<file path="src/rtl/rbdd_pkg.sv">
// Shared types, constants and helpers for the raw block delta decoder.
// No dependencies; used by every rbdd_* module and the top level.
package rbdd_pkg;

    localparam int unsigned PIXELS_PER_BLOCK = 16;
    localparam int unsigned PIX_IDX_W        = 4;
    localparam int unsigned VAL_W            = 12;
    localparam int unsigned POS_W            = 13;
    localparam int unsigned CFG_W            = 14;
    localparam int unsigned HDR_W            = 11;
    localparam int unsigned DELTA_W          = 7;
    localparam int unsigned SHIFT_W          = 3;
    localparam int unsigned DELTA_BASE       = 30;
    localparam int unsigned STREAM_W         = 128 - DELTA_BASE;
    localparam int unsigned MAX_ROW_PIXELS   = 8192;
    localparam int unsigned PAIR_SPAN        = 32;
    localparam int unsigned COL_STRIDE       = 2;

    localparam logic [CFG_W-1:0] PPR_RESET        = 14'd3936;
    localparam logic [CFG_W-1:0] FRAME_ROWS_RESET = 14'd2640;

    typedef logic [0:0] t_cfg_idx;
    localparam t_cfg_idx CFG_PIXELS_PER_ROW = 1'b0;
    localparam t_cfg_idx CFG_FRAME_ROWS     = 1'b1;

    // placement of one block, captured when the block enters the pixel unit
    typedef struct packed {
        logic [POS_W-1:0] col_base;
        logic [POS_W-1:0] row;
        logic             row_done;
    } t_blk_pos;

    typedef struct packed {
        logic [VAL_W-1:0] value;
        logic [POS_W-1:0] column;
        logic [POS_W-1:0] row;
        logic             last;
        logic             eor;
    } t_pixel;

    // smallest shift (0..3) with 0x80 << shift above (max - min), else 4; 16-bit wrap
    function automatic logic [SHIFT_W-1:0] shift_for(
        input logic [HDR_W-1:0] vmax,
        input logic [HDR_W-1:0] vmin
    );
        logic [15:0] rng;
        rng = {5'b0, vmax} - {5'b0, vmin};
        if (rng < 16'h0080)      shift_for = 3'd0;
        else if (rng < 16'h0100) shift_for = 3'd1;
        else if (rng < 16'h0200) shift_for = 3'd2;
        else if (rng < 16'h0400) shift_for = 3'd3;
        else                     shift_for = 3'd4;
    endfunction

endpackage

</file>
<file path="src/rtl/rbdd_position.sv">
// Row/column tracker and configuration registers for the block decoder.
// Depends on rbdd_pkg.
module rbdd_position (
    input  logic                         i_clk,
    input  logic                         i_rst_n,
    input  logic                         i_cfg_we,
    input  rbdd_pkg::t_cfg_idx           i_cfg_index,
    input  logic [rbdd_pkg::CFG_W-1:0]   i_cfg_data,
    input  logic                         i_adv,
    output rbdd_pkg::t_blk_pos           o_pos
);

    logic [rbdd_pkg::CFG_W-1:0] r_ppr;
    logic [rbdd_pkg::CFG_W-1:0] r_frame_rows;
    logic [rbdd_pkg::POS_W-1:0] r_pair_base;
    logic                       r_odd;
    logic [rbdd_pkg::POS_W-1:0] r_row;

    logic [rbdd_pkg::CFG_W-1:0] w_next_base;
    logic [rbdd_pkg::CFG_W-1:0] w_next_row;
    logic                       w_row_done;
    logic                       w_row_wrap;

    assign w_next_base = {1'b0, r_pair_base} + rbdd_pkg::CFG_W'(rbdd_pkg::PAIR_SPAN);
    assign w_next_row  = {1'b0, r_row} + rbdd_pkg::CFG_W'(1);
    assign w_row_done  = r_odd &&
                         (w_next_base >= r_ppr ||
                          w_next_base >= rbdd_pkg::CFG_W'(rbdd_pkg::MAX_ROW_PIXELS));
    assign w_row_wrap  = w_next_row >= r_frame_rows ||
                         w_next_row >= rbdd_pkg::CFG_W'(rbdd_pkg::MAX_ROW_PIXELS);

    assign o_pos.col_base = r_pair_base + {{(rbdd_pkg::POS_W-1){1'b0}}, r_odd};
    assign o_pos.row      = r_row;
    assign o_pos.row_done = w_row_done;

    always_ff @(posedge i_clk) begin
        if (!i_rst_n) begin
            r_ppr        <= rbdd_pkg::PPR_RESET;
            r_frame_rows <= rbdd_pkg::FRAME_ROWS_RESET;
        end else if (i_cfg_we) begin
            case (i_cfg_index)
                rbdd_pkg::CFG_PIXELS_PER_ROW: r_ppr        <= i_cfg_data;
                rbdd_pkg::CFG_FRAME_ROWS:     r_frame_rows <= i_cfg_data;
                default: ;
            endcase
        end
    end

    always_ff @(posedge i_clk) begin
        if (!i_rst_n) begin
            r_pair_base <= '0;
            r_odd       <= 1'b0;
            r_row       <= '0;
        end else if (i_adv) begin
            if (!r_odd) begin
                r_odd <= 1'b1;
            end else begin
                r_odd <= 1'b0;
                if (w_row_done) begin
                    r_pair_base <= '0;
                    r_row       <= w_row_wrap ? '0 : w_next_row[rbdd_pkg::POS_W-1:0];
                end else begin
                    r_pair_base <= w_next_base[rbdd_pkg::POS_W-1:0];
                end
            end
        end
    end

endmodule

</file>
<file path="src/rtl/rbdd_pixel_unit.sv">
// Per-block pixel sequencer: holds one block and produces one pixel per step.
// Depends on rbdd_pkg.
module rbdd_pixel_unit (
    input  logic                   i_clk,
    input  logic                   i_rst_n,
    input  logic                   i_load,
    input  logic [63:0]            i_lo,
    input  logic [63:0]            i_hi,
    input  rbdd_pkg::t_blk_pos     i_pos,
    input  logic                   i_step,
    output logic                   o_busy,
    output logic                   o_last,
    output rbdd_pkg::t_pixel       o_pix
);

    localparam logic [rbdd_pkg::PIX_IDX_W-1:0] LastIdx =
        rbdd_pkg::PIX_IDX_W'(rbdd_pkg::PIXELS_PER_BLOCK - 1);

    logic                                r_busy;
    logic [rbdd_pkg::PIX_IDX_W-1:0]      r_idx;
    logic [rbdd_pkg::STREAM_W-1:0]       r_deltas;
    logic [rbdd_pkg::HDR_W-1:0]          r_vmax;
    logic [rbdd_pkg::HDR_W-1:0]          r_vmin;
    logic [rbdd_pkg::PIX_IDX_W-1:0]      r_imax;
    logic [rbdd_pkg::PIX_IDX_W-1:0]      r_imin;
    logic [rbdd_pkg::SHIFT_W-1:0]        r_shift;
    logic [rbdd_pkg::POS_W-1:0]          r_col;
    logic [rbdd_pkg::POS_W-1:0]          r_row;
    logic                                r_row_done;

    logic                                w_is_max;
    logic                                w_is_min;
    logic [rbdd_pkg::VAL_W-1:0]          w_delta_val;

    assign w_is_max    = r_idx == r_imax;
    assign w_is_min    = r_idx == r_imin;
    assign w_delta_val = ({5'b0, r_deltas[rbdd_pkg::DELTA_W-1:0]} << r_shift)
                         + {1'b0, r_vmin};

    assign o_busy = r_busy;
    assign o_last = r_idx == LastIdx;

    always_comb begin
        if (w_is_max)      o_pix.value = {1'b0, r_vmax};
        else if (w_is_min) o_pix.value = {1'b0, r_vmin};
        else               o_pix.value = w_delta_val;
        o_pix.column = r_col;
        o_pix.row    = r_row;
        o_pix.last   = o_last;
        o_pix.eor    = o_last && r_row_done;
    end

    always_ff @(posedge i_clk) begin
        if (!i_rst_n) begin
            r_busy <= 1'b0;
            r_idx  <= '0;
        end else if (i_load) begin
            r_busy <= 1'b1;
            r_idx  <= '0;
        end else if (i_step) begin
            if (o_last) r_busy <= 1'b0;
            r_idx <= r_idx + rbdd_pkg::PIX_IDX_W'(1);
        end
    end

    // payload: header fields, delta stream (zeros shift in past the block end)
    always_ff @(posedge i_clk) begin
        if (i_load) begin
            r_vmax     <= i_lo[10:0];
            r_vmin     <= i_lo[21:11];
            r_imax     <= i_lo[25:22];
            r_imin     <= i_lo[29:26];
            r_shift    <= rbdd_pkg::shift_for(i_lo[10:0], i_lo[21:11]);
            r_deltas   <= {i_hi, i_lo[63:rbdd_pkg::DELTA_BASE]};
            r_col      <= i_pos.col_base;
            r_row      <= i_pos.row;
            r_row_done <= i_pos.row_done;
        end else if (i_step) begin
            r_col <= r_col + rbdd_pkg::POS_W'(rbdd_pkg::COL_STRIDE);
            if (!w_is_max && !w_is_min) begin
                r_deltas <= r_deltas >> rbdd_pkg::DELTA_W;
            end
        end
    end

endmodule

</file>
<file path="src/rtl/raw_block_delta_decoder.sv">
// Raw block delta decoder: turns 16-byte compressed blocks into pixel transfers.
// Depends on rbdd_pkg, rbdd_position and rbdd_pixel_unit.
//
// Each accepted block (two little-endian 64-bit halves) yields sixteen pixel
// transfers, one per cycle unless i_out_ready stalls, each with its value,
// column, row and block/row-end flags; the single pixel output port bounds
// throughput. A block passes the input register, pixel sequencer and output
// register before its first pixel. The one-block input register lets the next
// block be taken while the current one still drains, and the output register
// decouples the pixel side. Columns advance by two inside a block; blocks
// alternate even and odd phase within each 32-column pair, and the row counter
// advances after the odd block whose next pair would reach pixels_per_row or
// 8192, wrapping at frame_rows or 8192. Configuration (index 0: pixels_per_row,
// index 1: frame_rows) may only be written while no block is in flight.
module raw_block_delta_decoder (
    input  logic                         i_clk,
    input  logic                         i_rst_n,
    // block input
    input  logic                         i_in_valid,
    output logic                         o_in_ready,
    input  logic [63:0]                  i_block_low,
    input  logic [63:0]                  i_block_high,
    // pixel output
    output logic                         o_out_valid,
    input  logic                         i_out_ready,
    output logic [11:0]                  o_pixel_value,
    output logic [12:0]                  o_pixel_column,
    output logic [12:0]                  o_pixel_row,
    output logic                         o_last_of_block,
    output logic                         o_end_of_row,
    // configuration write port
    input  logic                         i_cfg_we,
    input  rbdd_pkg::t_cfg_idx           i_cfg_index,
    input  logic [rbdd_pkg::CFG_W-1:0]   i_cfg_data
);

    // input register
    logic                r_in_valid;
    logic [63:0]         r_in_lo;
    logic [63:0]         r_in_hi;

    // output register
    logic                r_out_valid;
    rbdd_pkg::t_pixel    r_out;

    logic                w_load;
    logic                w_step;
    logic                w_pu_busy;
    logic                w_pu_last;
    rbdd_pkg::t_blk_pos  w_pos;
    rbdd_pkg::t_pixel    w_pix;

    // pixel unit steps whenever the output register is free or being drained
    assign w_step = w_pu_busy && (!r_out_valid || i_out_ready);
    // next block moves in when the unit is idle or hands off its last pixel
    assign w_load = r_in_valid && (!w_pu_busy || (w_step && w_pu_last));

    assign o_in_ready = !r_in_valid || w_load;

    always_ff @(posedge i_clk) begin
        if (!i_rst_n) begin
            r_in_valid <= 1'b0;
        end else if (o_in_ready) begin
            r_in_valid <= i_in_valid;
        end
    end

    always_ff @(posedge i_clk) begin
        if (o_in_ready && i_in_valid) begin
            r_in_lo <= i_block_low;
            r_in_hi <= i_block_high;
        end
    end

    rbdd_position u_position (
        .i_clk       (i_clk),
        .i_rst_n     (i_rst_n),
        .i_cfg_we    (i_cfg_we),
        .i_cfg_index (i_cfg_index),
        .i_cfg_data  (i_cfg_data),
        .i_adv       (w_load),
        .o_pos       (w_pos)
    );

    rbdd_pixel_unit u_pixel_unit (
        .i_clk   (i_clk),
        .i_rst_n (i_rst_n),
        .i_load  (w_load),
        .i_lo    (r_in_lo),
        .i_hi    (r_in_hi),
        .i_pos   (w_pos),
        .i_step  (w_step),
        .o_busy  (w_pu_busy),
        .o_last  (w_pu_last),
        .o_pix   (w_pix)
    );

    always_ff @(posedge i_clk) begin
        if (!i_rst_n) begin
            r_out_valid <= 1'b0;
        end else if (!r_out_valid || i_out_ready) begin
            r_out_valid <= w_pu_busy;
        end
    end

    always_ff @(posedge i_clk) begin
        if (w_step) begin
            r_out <= w_pix;
        end
    end

    assign o_out_valid     = r_out_valid;
    assign o_pixel_value   = r_out.value;
    assign o_pixel_column  = r_out.column;
    assign o_pixel_row     = r_out.row;
    assign o_last_of_block = r_out.last;
    assign o_end_of_row    = r_out.eor;

`ifndef NO_ASSERTIONS
    // a buffered block is never dropped or overwritten before it moves in
    a_in_hold: assert property (@(posedge i_clk) disable iff (!i_rst_n)
        r_in_valid && !w_load |=> r_in_valid && $stable(r_in_lo) && $stable(r_in_hi))
        else $error("buffered block lost or changed");

    // pixels of one block follow without gaps once a transfer completes
    a_burst: assert property (@(posedge i_clk) disable iff (!i_rst_n)
        r_out_valid && i_out_ready && !r_out.last |=> r_out_valid)
        else $error("gap inside a block's pixel burst");

    // row end only on a block's final pixel
    a_eor_last: assert property (@(posedge i_clk) disable iff (!i_rst_n)
        r_out_valid && r_out.eor |-> r_out.last)
        else $error("end of row away from block end");
`endif

endmodule
</file>
<file path="config.mk">
export PLATFORM = sky130hd
export DESIGN_NAME = raw_block_delta_decoder
export DESIGN_NICKNAME = d
export VERILOG_FILES = /design/src/rtl/rbdd_pkg.sv /design/src/rtl/rbdd_position.sv /design/src/rtl/rbdd_pixel_unit.sv /design/src/rtl/raw_block_delta_decoder.sv
export SDC_FILE = /design/constraint.sdc
export NUM_CORES = 1
export LEC_CHECK = 0
export BUFFER_PORTS_ARGS = -buffer_cell sky130_fd_sc_hd__buf_4
export CAP_MARGIN = 20
export CORE_MARGIN = 1.5
export CORE_UTILIZATION = 30
export DETAILED_ROUTE_END_ITERATION = 6
export PLACE_DENSITY = 0.53
export SYNTH_ARGS = -nofsm -noshare
export SYNTH_HDL_FRONTEND = slang
export SYNTH_HIERARCHICAL = 1
export SYNTH_SLANG_ARGS = --single-unit
export TNS_END_PERCENT = 5
</file>
<file path="constraint.sdc">
create_clock -name i_clk -period 7.6 [get_ports i_clk]
set_input_delay 0.76 -clock i_clk [delete_from_list [all_inputs] [get_ports i_clk]]
set_output_delay 0.76 -clock i_clk [all_outputs]
set_load 0.005 [all_outputs]
</file>
# After elaboration in Yosys (flattened, before gate mapping)
# Index checks and enable logic that the tools add are counted.
[classes]
add_sub_neg = 7
magnitude_cmp = 8
n_eq_ne = 3
shifts = 1
mux = 16
n_bitwise = 2
n_reduce_logical = 30
[ops]
columns = ["operator", "n"]
rows = [
  ["two-way mux 98 bit", 3],
  ["two-way mux 13 bit", 4],
  [">= comparator 14 bit", 2],
  [">= comparator 14 bit (second input constant)", 2],
  ["two-way mux 11 bit", 2],
  ["less-than comparator 16 x 10 -> 1 bit (second input constant)", 1],
  ["less-than comparator 16 x 11 -> 1 bit (second input constant)", 1],
  ["less-than comparator 16 x 8 -> 1 bit (second input constant)", 1],
  ["less-than comparator 16 x 9 -> 1 bit (second input constant)", 1],
  ["adder 13 x 1 -> 14 bit (second input constant)", 1],
  ["adder 13 x 6 -> 14 bit (second input constant)", 1],
  ["adder 13 x 1 -> 13 bit", 1],
  ["adder 13 x 2 -> 13 bit (second input constant)", 1],
  ["adder 12 x 11 -> 12 bit", 1],
  ["<< shifter 7 x 3 -> 12 bit", 1],
  ["subtractor 11 x 11 -> 12 bit", 1],
  ["AND reduction 2 bit", 5],
  ["== test 4 bit", 2],
  ["logical AND 1 bit", 7],
  ["nonzero test 2 bit", 3],
  ["OR reduction 2 bit", 3],
  ["zero test 1 bit", 5],
  ["logical OR 1 bit", 5],
  ["two-way mux 1 bit", 5],
  ["7 further kinds", 8],
]
[word_totals]
ff_bits = 388
input_bits = 148
out_inout_bits = 42
wordCells = 95

# Longest topological paths before layout
# Gate-level depths: netlist of the first run.
[logic_depth]
ltp_word = 8
depth_mapped = 13
depth_no_buf = 12

# Cells and area by module
# Netlist of the first run, hierarchy kept.
[by_module_without_submodules]
columns = ["module", "n_inst", "cells_per_inst", "area_each_um2", "seq_area_each_um2"]
rows = [
  ["rbdd_pixel_unit", 1, 561, 7842.5, 4844.6],
  ["raw_block_delta_decoder", 1, 181, 5158.7, 5084.9],
  ["rbdd_position", 1, 362, 2989.1, 1001.0],
]

# Worst setup path after synthesis of the first run
# Ideal clock, no wire load.
[synth_timing]
path_kind = "input-to-reg"
from = "input port i_out_ready"
to = "register u_pixel_unit/r_deltas[0] (netlist name), enable pin"
setup_time_ns = 0.455
arrival_time_ns = 7.530
required_ns = 7.145
slack_ns = -0.385
stages = 7
path_buffers = 3
cell_sequence = "nand2b_4 nand2_1 a21boi_0 clkbuf_1 buf_2 buf_1 a21o_1"
[synth_via]
elab_chain_len = 7
word_cells_on_any_way = 8
classes_between = "reduce/logical: 8"
[synth_rtl]
columns = ["item", "line", "text"]
rows = [
  ["from (decl)", "raw_block_delta_decoder.sv:25", "input logic i_out_ready,"],
  ["logical OR 1 bit *", "raw_block_delta_decoder.sv:54", "assign w_step = w_pu_busy && (!r_out_valid || i_out_ready);"],
  ["logical AND 1 bit *", "raw_block_delta_decoder.sv:54", ""],
  ["logical AND 1 bit *", "raw_block_delta_decoder.sv:56", "assign w_load = r_in_valid && (!w_pu_busy || (w_step && w_pu_last));"],
  ["logical OR 1 bit *", "raw_block_delta_decoder.sv:56", ""],
  ["logical AND 1 bit *", "raw_block_delta_decoder.sv:56", ""],
  ["net w_load", "raw_block_delta_decoder.sv:46", "logic w_load;"],
  ["nonzero test 2 bit (no source line)", "-", ""],
  ["AND reduction 2 bit (no source line) *", "-", ""],
  ["to (signal assigned)", "rbdd_pixel_unit.sv:74", "r_deltas <= {i_hi, i_lo[63:rbdd_pkg::DELTA_BASE]};"],
  ["to (signal assigned)", "rbdd_pixel_unit.sv:81", "r_deltas <= r_deltas >> rbdd_pkg::DELTA_W;"],
  ["to (decl)", "rbdd_pixel_unit.sv:21", "logic [rbdd_pkg::STREAM_W-1:0] r_deltas;"],
]
# The timed path passes the listed nets; every way through them passes the cells marked *.
# A chain may end at the register's enable or synchronous reset.

# Worst setup path after layout of the first run
[layout_timing]
from = "register u_position/r_row[0] (netlist name)"
to = "register u_position/r_row[4] (netlist name)"
[layout_via]
elab_chain_len = 4
word_cells_on_any_way = 5
classes_between = "add/sub: 1; order compare: 2; mux: 1; reduce/logical: 1"
[layout_rtl]
columns = ["item", "line", "text"]
rows = [
  ["from (decl)", "rbdd_position.sv:17", "logic [rbdd_pkg::POS_W-1:0] r_row;"],
  ["from (signal assigned)", "rbdd_position.sv:61", "r_row <= w_row_wrap ? '0 : w_next_row[rbdd_pkg::POS_W-1:0];"],
  ["adder 13 x 1 -> 14 bit *", "rbdd_position.sv:25", "assign w_next_row = {1'b0, r_row} + rbdd_pkg::CFG_W'(1);"],
  [">= comparator 14 bit, on equally long branches", "rbdd_position.sv:29, rbdd_position.sv:30", ""],
  ["logical OR 1 bit", "rbdd_position.sv:29", "assign w_row_wrap = w_next_row >= r_frame_rows ||"],
  ["two-way mux 13 bit *", "rbdd_position.sv:61", ""],
]
# Every way passes the cells marked *; elsewhere a longest branch is shown, timed or not.

==> results of run 1 <==
[worst reg2reg max path, cell delays in order, from the launching register on]
cell      delay (ns)
dfxtp_1         0.46
ha_1            0.28
nand3_1         0.19
or2_1           0.33
nor2_1          0.15
xnor2_1         0.16
ha_1            0.27
o21ai_0         0.17
nor2_1          0.10
nor4b_4         0.31
nand4b_4        0.23
or2_0           0.29
o31ai_1         0.18
[cells in the mapped netlist, types with 11 or more instances]
library cell	number
edfxtp_1	326
mux2_2	96
nand2_1	95
dfxtp_1	57
inv_1	49
nor2_1	49
ha_1	48
o21ai_0	41
clkbuf_1	28
a21oi_1	27
xnor2_1	24
a21boi_0	22
nand3_1	21
xor2_1	20
and2_1	16
nand4_1	12
o211ai_1	12
buf_2	11
[flip-flops by register name (all words and copies together), names as in the netlist, 13 cells and up]
name                     count
r_in_lo                     64
u_position/r_ppr            14
u_position/r_frame_rows     14
u_position/r_row            13
r_in_hi                     64
u_pixel_unit/r_row          13
o_pixel_column              13
u_pixel_unit/r_deltas       98
o_pixel_row                 13
u_pixel_unit/r_col          13
[metrics by stage]
stage | worst slack (ns) | total power, W
finish | 4.389 | 0.005092
global placement | 4.396 | 0.003003
global route | 4.115 | 0.005314
detailed placement | 4.318 | 0.003010
floorplan | 0.3423 | 0.002835
CTS | 4.317 | 0.005184
[layout make-up]
class,instances,area [um2]
Fill cell,4956,33080
Timing Repair Buffer,195,1476
Multi-Input combinational cell,621,4651
Clock buffer,51,1149
Clock inverter,33,320.3
Sequential cell,383,10930
Inverter,49,183.9
Tap cell,688,860.8
[worst max-delay path by stage]
stage	startpoint	to
2_1_floorplan	i_out_ready	r_in_hi[0]
3_3_place_gp	i_out_ready	r_in_hi[60]
3_5_place_dp	u_pixel_unit/r_idx[0]	u_pixel_unit/r_deltas[93]
4_1_cts	u_pixel_unit/r_idx[0]	u_pixel_unit/r_deltas[96]
5_1_grt	u_position/r_row[0]	u_position/r_row[4]
6_report	u_position/r_row[0]	u_position/r_row[4]
[power by group]
part           switching (W)  internal (W)
registers          0.0000555       0.00247
logic               0.000228      0.000209
clock network       0.000869       0.00126
[kinds of logic (layout without fill, tap and decap cells)]
group,after synthesis,in the layout,share of synthesized area [%]
compound gates,169,169,7.269
buf+inv,103,328,2.793
other cells,1,4,0.02345
mux,104,104,7.261
simple gates,251,251,8.005
xor+xnor,44,44,2.410
fa+ha+maj,49,49,3.881
flops,383,383,68.36
[per-layer routing]
metal | wire length (um) | vias up | global-route usage [%]
li1 | - | 4455 | -
met1 | 14810 | 4382 | 15.70
met2 | 16850 | 188 | 20.62
met3 | 1882 | 62 | 3.526
met4 | 841 | 8 | 3.926
met5 | 54 | - | 0
==> qor.yml, run 1 <==
placed_design:
  place_area_mm2: 0.01810
  gp_congestion: 0.8039
  placed_cells: 1936
  place_hpwl_mm: 22.38
  portBuffers: 189
timing:
  fin_tns_setup_ns: 0
  final-max-slew-violation-count: 0
  rsz0062_at_grt: "no"
  fmax_mhz: 311.5
  hold_ws_ns: 0.3583
  post-route-min-period_ns: 3.211
  period_share_pct: 42.24
  setup_viol: 0
  tightest_slew_ns: 0.9568
  fin_skew_ns: 0.01677
  slew_headroom_pct: 36.21
  hold_viol_final: 0
clock_network:
  cts_tree: "done"
  cts-root-buf: "clkbuf_16"
  cts_setup_buffers: 0
  clk_pin_slew_ns: 0.06
  cts_hold_buf: 0
  clkLatencyLatePin_ns: 0.57
  cts_resized: 0
  htree_levels: 2
  cts.sinks: 383
  numCtsBuffers: 45
  clk_path_buf_depth: 3
drt:
  first_iter_violations: 484
  ant_nets: 0
  drc: 0
  dr_total_vias: 9095
  first_pass_iters: 4
  wl_mm: 34.43
  viasPerCell: 4.502
  routedWlPerCell_um: 17.05
synth:
  synth_edf_count: 326
  synth_area_per_cell_um2: 14.48
  synth_ff_type: "edfxtp_1"
  synthTopCellsByArea: "edfxtp_1 61%, dfxtp_1 7.1%, mux2_2 6.8%"
  yosysTopAreaCell: "edfxtp_1"
  synth_area_mm2: 0.01599
  async_reset_ff_share_pct: 0
  ys_seq_area_share_pct: 68.36
  ys_seq_elements: 383
  syn_inst: 1104
  synth_top_area_share_pct: 61.22
  ys_warn_count: 6
  synth_cell_types: 75
critical_path:
  critical_path_class: "flip-flop to flip-flop"
  worstPathBufferInverterCount: 0
  path_depth: 12
  arrival_ns: 3.69
  r2r_start: "u_position/r_row[0]"
  startpoint_type: "flip-flop"
  cp-end-kind: "flip-flop"
  max_stage_delay_ns: 0.46
  path_max_fanout: 10
  path_cells: "ha_1 > nand3_1 > or2_1 > nor2_1 > xnor2_1 > ha_1 > o21ai_0 > nor2_1 > nor4b_4 > nand4b_4 > or2_0 > o31ai_1"
  cpLargestDelayFamily: "simple AND/OR/NAND/NOR gates"
  cp_slowest_cell: "dfxtp_1"
  r2r-end: "u_position/r_row[4]"
  rrSetupSlack_ns: 4.39
  reg2reg_depth: 12
  required_ns: 8.08
layout:
  final_area_mm2: 0.01957
  final_cell_mix: "326 x edfxtp_1, 194 x buf_4, 96 x mux2_2"
  area_delta_synth_final_pct: 22.39
  antenna-diode-count: 0
  drive_above_1_share_pct: 28.53
  fin_util_pct: 37.17
  final_cells: 2020
  fin_nets: 1492
  layout_commonest_cell: "edfxtp_1"
grt:
  grt_overflow_total: 0
  grt_pass1_vias: 9134
  antenna_found_initial: 4
  grt_pass1_wl_mm: 51.97
  grt_max_degree: 176
  track_usage_pct: 12.45
worst_hold_path:
  holdCritStartpoint: "i_block_high[58]"
  hold_end: "r_in_hi[58]"
  hold_class: "input port to flip-flop"
  min_path_cells: 1
power_and_ir_drop:
  powerDensity_mw_per_mm2: 260.2
  p_leak_nw: 7.236
  ir_worst_vdd_v: 0.0001567
die:
  core_area_mm2: 0.05266
  die_area_mm2: 0.05470
  io_pins: 190
  die_h_um: 233.9
  initial_core_util_pct: 30.37
  die_w_um: 233.9
  core.rowCount: 84
status:
  status: "complete, no violations"
flow_run:
  max_cap_violations: 0
No activity file was read; power rests on OpenSTA's default activity.
==> inputs of run 2 (changes only) <==
Clock period 7.6 ns to 2.6 ns, I/O delays scaled along.
==> qor.yml, run 2 (synthesis results as in run 1) <==
status:
  status: "finished, violations left"
  violations: "negative setup slack"
timing:
  final-max-slew-violation-count: 0
  period_share_pct: 107.8
  hold_viol_final: 0
  slew_headroom_pct: 60.52
  post-route-min-period_ns: 2.803
  setup_viol: 19
  fmax_mhz: 356.7
  hold_ws_ns: 0.09773
  tightest_slew_ns: 0.5923
  fin_tns_setup_ns: -2.707
  layout_setup_ws_ns: -0.2034
  fin_skew_ns: 0.01807
  rsz0062_at_grt: "yes"
die:
  core_area_mm2: 0.05266
  core.rowCount: 84
  die_area_mm2: 0.05470
  initial_core_util_pct: 30.37
  io_pins: 190
  die_w_um: 233.9
  die_h_um: 233.9
drt:
  first_pass_iters: 5
  drc: 0
  wl_mm: 36.67
  viasPerCell: 4.440
  ant_nets: 0
  first_iter_violations: 445
  dr_total_vias: 9972
  routedWlPerCell_um: 16.32
critical_path:
  cp-startpoint: "u_position/r_row[0]"
  crit_path_end: "u_position/r_row[4]"
  reg2reg_depth: 12
  cp_slowest_cell: "dfxtp_4"
  startpoint_type: "flip-flop"
  max_stage_delay_ns: 0.37
  path_cells: "ha_4 > nand3_2 > or2_4 > nor2_2 > xor2_1 > ha_1 > nand4_1 > nor4_4 > nor4b_4 > nand4b_4 > or2_1 > o31ai_1"
  cp-end-kind: "flip-flop"
  required_ns: 3.08
  critical_path_class: "flip-flop to flip-flop"
  r2r-end: "u_position/r_row[4]"
  path_max_fanout: 5
  arrival_ns: 3.28
  r2r_start: "u_position/r_row[0]"
  rrSetupSlack_ns: -0.20
layout:
  final_cell_mix: "326 x edfxtp_1, 270 x buf_4, 143 x dlygate4sd3_1"
  fin_nets: 1719
  layout_commonest_cell: "edfxtp_1"
  antenna-diode-count: 0
  reg_top3: "u_pixel_unit/r_deltas x98, r_in_hi x64, r_in_lo x64"
  drive_above_1_share_pct: 32.80
  nFillCells: 4781
  area_delta_synth_final_pct: 37.43
  top_register: "u_pixel_unit/r_deltas"
  largest_reg_flops: 98
grt:
  grt_pass1_wl_mm: 55.90
  grt_pass1_vias: 10260
  grt_overflow_total: 0
  antenna_found_initial: 0
  track_usage_pct: 13.21
  grt_max_degree: 74
clock_network:
  cts.sinks: 383
  clk_pin_slew_ns: 0.06
  cts-root-buf: "clkbuf_16"
  clk_path_buf_depth: 3
  cts_tree: "done"
  htree_levels: 2
  clkLatencyLatePin_ns: 0.58
  numCtsBuffers: 46
power_and_ir_drop:
  ir_worst_vdd_v: 0.0004833
  p_leak_nw: 8.357
  powerDensity_mw_per_mm2: 702.6
placed_design:
  place_hpwl_mm: 24.23
  portBuffers: 189
  gp_congestion: 0.8257
worst_hold_path:
  hold_class: "input port to flip-flop"
flow_run:
  max_cap_violations: 0
run 2: power by group:
group / switching, W / total (W) / internal, W
clock: 0.00260 / 0.00646 / 0.00386
combinational: 0.000752 / 0.00161 / 0.000856
sequential: 0.000165 / 0.00737 / 0.00721
run 2: area by class of cell:
class | count | area [um2] | area share (%)
clock inverter | 27 | 320.3 | 1.458
sequential | 383 | 10950 | 49.84
multi-input combinational | 621 | 4835 | 22.00
clock buffer | 57 | 1214 | 5.523
inverter | 49 | 183.9 | 0.8370
tap | 688 | 860.8 | 3.917
timing repair buffer | 421 | 3610 | 16.43
run 2: routing by layer:
layer	wire length, um	up-vias	global-route usage [%]
met2	18150	188	22.18
li1	-	4921	-
met1	16020	4793	16.68
met5	0	-	0
met3	1466	70	2.663
met4	1027	0	5.188
run 2: through the flow:
stage | cell area (um2) | utilization (%) | std cells | total power, W | setup WS [ns]
after floorplan | 16080 | - | 1107 | 0.008268 | -0.7560
after global placement | 18790 | 35.69 | 2014 | 0.008880 | -0.2239
after detailed placement | 18790 | 35.69 | 2014 | 0.008901 | -0.3039
after CTS | 21870 | 41.53 | 2244 | 0.01567 | -0.2110
after global routing | 21970 | 41.73 | 2246 | 0.01609 | -0.3784
final | 21970 | 41.73 | 2246 | 0.01544 | -0.2034
run 2: how the worst min path moves through the flow:
stage                                 startpoint                          to  slack (ns)  cells past startpoint
after detailed placement   u_pixel_unit/r_row[3]              o_pixel_row[3]        0.40                      0
final                                    i_rst_n  u_position/r_frame_rows[6]         0.1                      2
after global placement    u_pixel_unit/r_row[12]             o_pixel_row[12]        0.40                      0
after global routing                     i_rst_n  u_position/r_frame_rows[9]         0.1                      2
after floorplan                  i_block_high[0]                  r_in_hi[0]        0.36                      0
after CTS                                i_rst_n  u_position/r_frame_rows[9]        0.06                      2
run 2: repair_timing:
item | CTS | global route
endpoints found under the setup margin | 21 | 31
endpoints found under the hold margin | 157 | 0
hold buffers | 143 | 0
resized for setup | 30 | 26
pin swaps | 24 | 11
setup buffers | 3 | 2
run 2: worst max-delay path: cells and delay by family, from the launching register on:
family | cells | cell delay, ns
and+or+nand+nor | 8 | 1.53
adders and majority gates | 2 | 0.41
xor gates and xnor gates | 1 | 0.22
DFF | 1 | 0.37
AOI/OAI and AO/OA | 1 | 0.18
==> inputs of run 3 (changes only) <==
Settings changed: SETUP_SLACK_MARGIN set to 0.5.
==> qor.yml, run 3 (synthesis results as in run 1) <==
status:
  status: "finished, violations left"
  violations: "negative setup slack"
drt:
  routedWlPerCell_um: 16.67
  dr_total_vias: 10050
  first_iter_violations: 486
  first_pass_iters: 5
  ant_nets: 0
  wl_mm: 37.51
  viasPerCell: 4.467
  drc: 0
placed_design:
  dp_slack_ns: -0.3039
  gp_congestion: 0.8257
  place_hpwl_mm: 24.23
  portBuffers: 189
timing:
  setup_viol: 19
  slew_headroom_pct: 63.00
  post-route-min-period_ns: 2.808
  period_share_pct: 108.0
  fmax_mhz: 356.1
  fin_skew_ns: 0.01646
  final-max-slew-violation-count: 0
  rsz0062_at_grt: "yes"
  tightest_slew_ns: 0.5550
  hold_viol_final: 0
  layout_setup_ws_ns: -0.2081
critical_path:
  worstPathBufferInverterCount: 1
  startpoint_type: "flip-flop"
  cp_slowest_cell: "dfxtp_2"
  path_cells: "buf_4 > and3_1 > nand3_1 > nor2_1 > xor2_2 > ha_1 > nand4_1 > nor4_4 > nor4b_4 > nand4b_4 > or2_1 > o31ai_1"
  cp-end-kind: "flip-flop"
  path_max_fanout: 5
  arrival_ns: 3.29
  cpLargestDelayFamily: "simple AND/OR/NAND/NOR gates"
  r2r_start: "u_position/r_row[1]"
  max_stage_delay_ns: 0.37
  required_ns: 3.08
  cp-startpoint: "u_position/r_row[1]"
  critical_path_class: "flip-flop to flip-flop"
power_and_ir_drop:
  swShare_pct: 22.86
  seqPwrFrac_pct: 47.2
  powerDensity_mw_per_mm2: 688.9
  pwr-share-comb_pct: 11.5
  power_w: 0.01565
  p_clk_share_pct: 41.3
  p_leak_nw: 8.799
  p_switching_w: 0.003578
  p_int_w: 0.01207
  ir_worst_vdd_v: 0.0004771
layout:
  top_register: "u_pixel_unit/r_deltas"
  regArea_mm2: 0.01096
  reg_top3: "u_pixel_unit/r_deltas x98, r_in_hi x64, r_in_lo x64"
  drive_above_1_share_pct: 35.72
  layout_commonest_cell: "edfxtp_1"
  nFillCells: 4713
  final_cell_mix: "326 x edfxtp_1, 265 x buf_4, 143 x dlygate4sd3_1"
  fin_nets: 1723
  area_delta_synth_final_pct: 42.08
  antenna-diode-count: 0
  multi_input_area_mm2: 0.005463
  largest_reg_flops: 98
clock_network:
  clk_pin_slew_ns: 0.05
  htree_levels: 2
  cts-root-buf: "clkbuf_16"
  cts.sinks: 383
  clk_path_buf_depth: 3
  numCtsBuffers: 46
  cts_tree: "done"
  clkLatencyLatePin_ns: 0.58
worst_hold_path:
  hold_class: "input port to flip-flop"
  holdCritStartpoint: "i_rst_n"
die:
  die_w_um: 233.9
  core_area_mm2: 0.05266
  io_pins: 190
  initial_core_util_pct: 30.37
  core.rowCount: 84
  die_h_um: 233.9
  die_area_mm2: 0.05470
grt:
  track_usage_pct: 13.34
  grt_max_degree: 74
  antenna_found_initial: 0
  grt_pass1_vias: 10310
  grt_pass1_wl_mm: 56.39
  grt_overflow_total: 0
flow_run:
  max_cap_violations: 0
[run 3: changes by cell type in the layout (fill, tap and decap cells not counted), sizes merged]
| cell | delta |
|---|---|
| clkbuf | +2 |
| buf | +2 |
[run 3: area by class of cell]
| cell class | instances | share of cell area (%) |
|---|---|---|
| multi-input combinational | 621 | 24.04 |
| timing repair buffer | 425 | 16.37 |
| sequential | 383 | 48.23 |
| clock buffer | 57 | 5.342 |
| clock inverter | 27 | 1.410 |
| inverter | 49 | 0.8096 |
| tap | 688 | 3.789 |
[run 3: timing repair]
item                                    CTS  global route
gates resized for setup                 160            72
hold buffers                            143             0
buffers inserted                          7             2
endpoints found under the setup margin  239           264
hold endpoints to repair                157             0
pin swaps                                67            42
[run 3: routing by layer]
metal	routed length (um)	share of wire [%]	track usage, %
met5	0	0	0
met4	1091	2.9	5.349
met3	1495	4.0	2.687
met2	18780	50	22.52
met1	16140	43	16.70
[run 3: through the flow]
stage / hold slack (ns) / area [um2] / TNS, ns / cells / utilization [%]
4_1_cts: 0.06928 / 22390 / -2.529 / 2248 / 42.52
5_1_grt: 0.09924 / 22720 / -5.156 / 2250 / 43.15
6_report: 0.1069 / 22720 / -2.579 / 2250 / 43.15
3_3_place_gp: 0.4028 / 18790 / -3.481 / 2014 / 35.69
2_1_floorplan: 0.3589 / 16080 / -181.03 / 1107 / -
3_5_place_dp: 0.4045 / 18790 / -4.789 / 2014 / 35.69
[run 3: worst paths after layout]
kind                           endpoint  slack [ns]  cells after the start
min          u_position/r_frame_rows[6]        0.11                      2
max reg2reg         u_position/r_row[4]       -0.21                     12
min reg2reg              o_pixel_row[3]        0.41                      0
max                 u_position/r_row[4]       -0.21                     12
[run 3: power by group through the flow]
stage	Clock [W]	Sequential [W]	Combinational, W
floorplan	0	0.00744	0.000828
global placement	0	0.00750	0.00138
detailed placement	0	0.00750	0.00140
CTS	0.00669	0.00739	0.00176
global route	0.00691	0.00742	0.00197
finish	0.00646	0.00738	0.00181
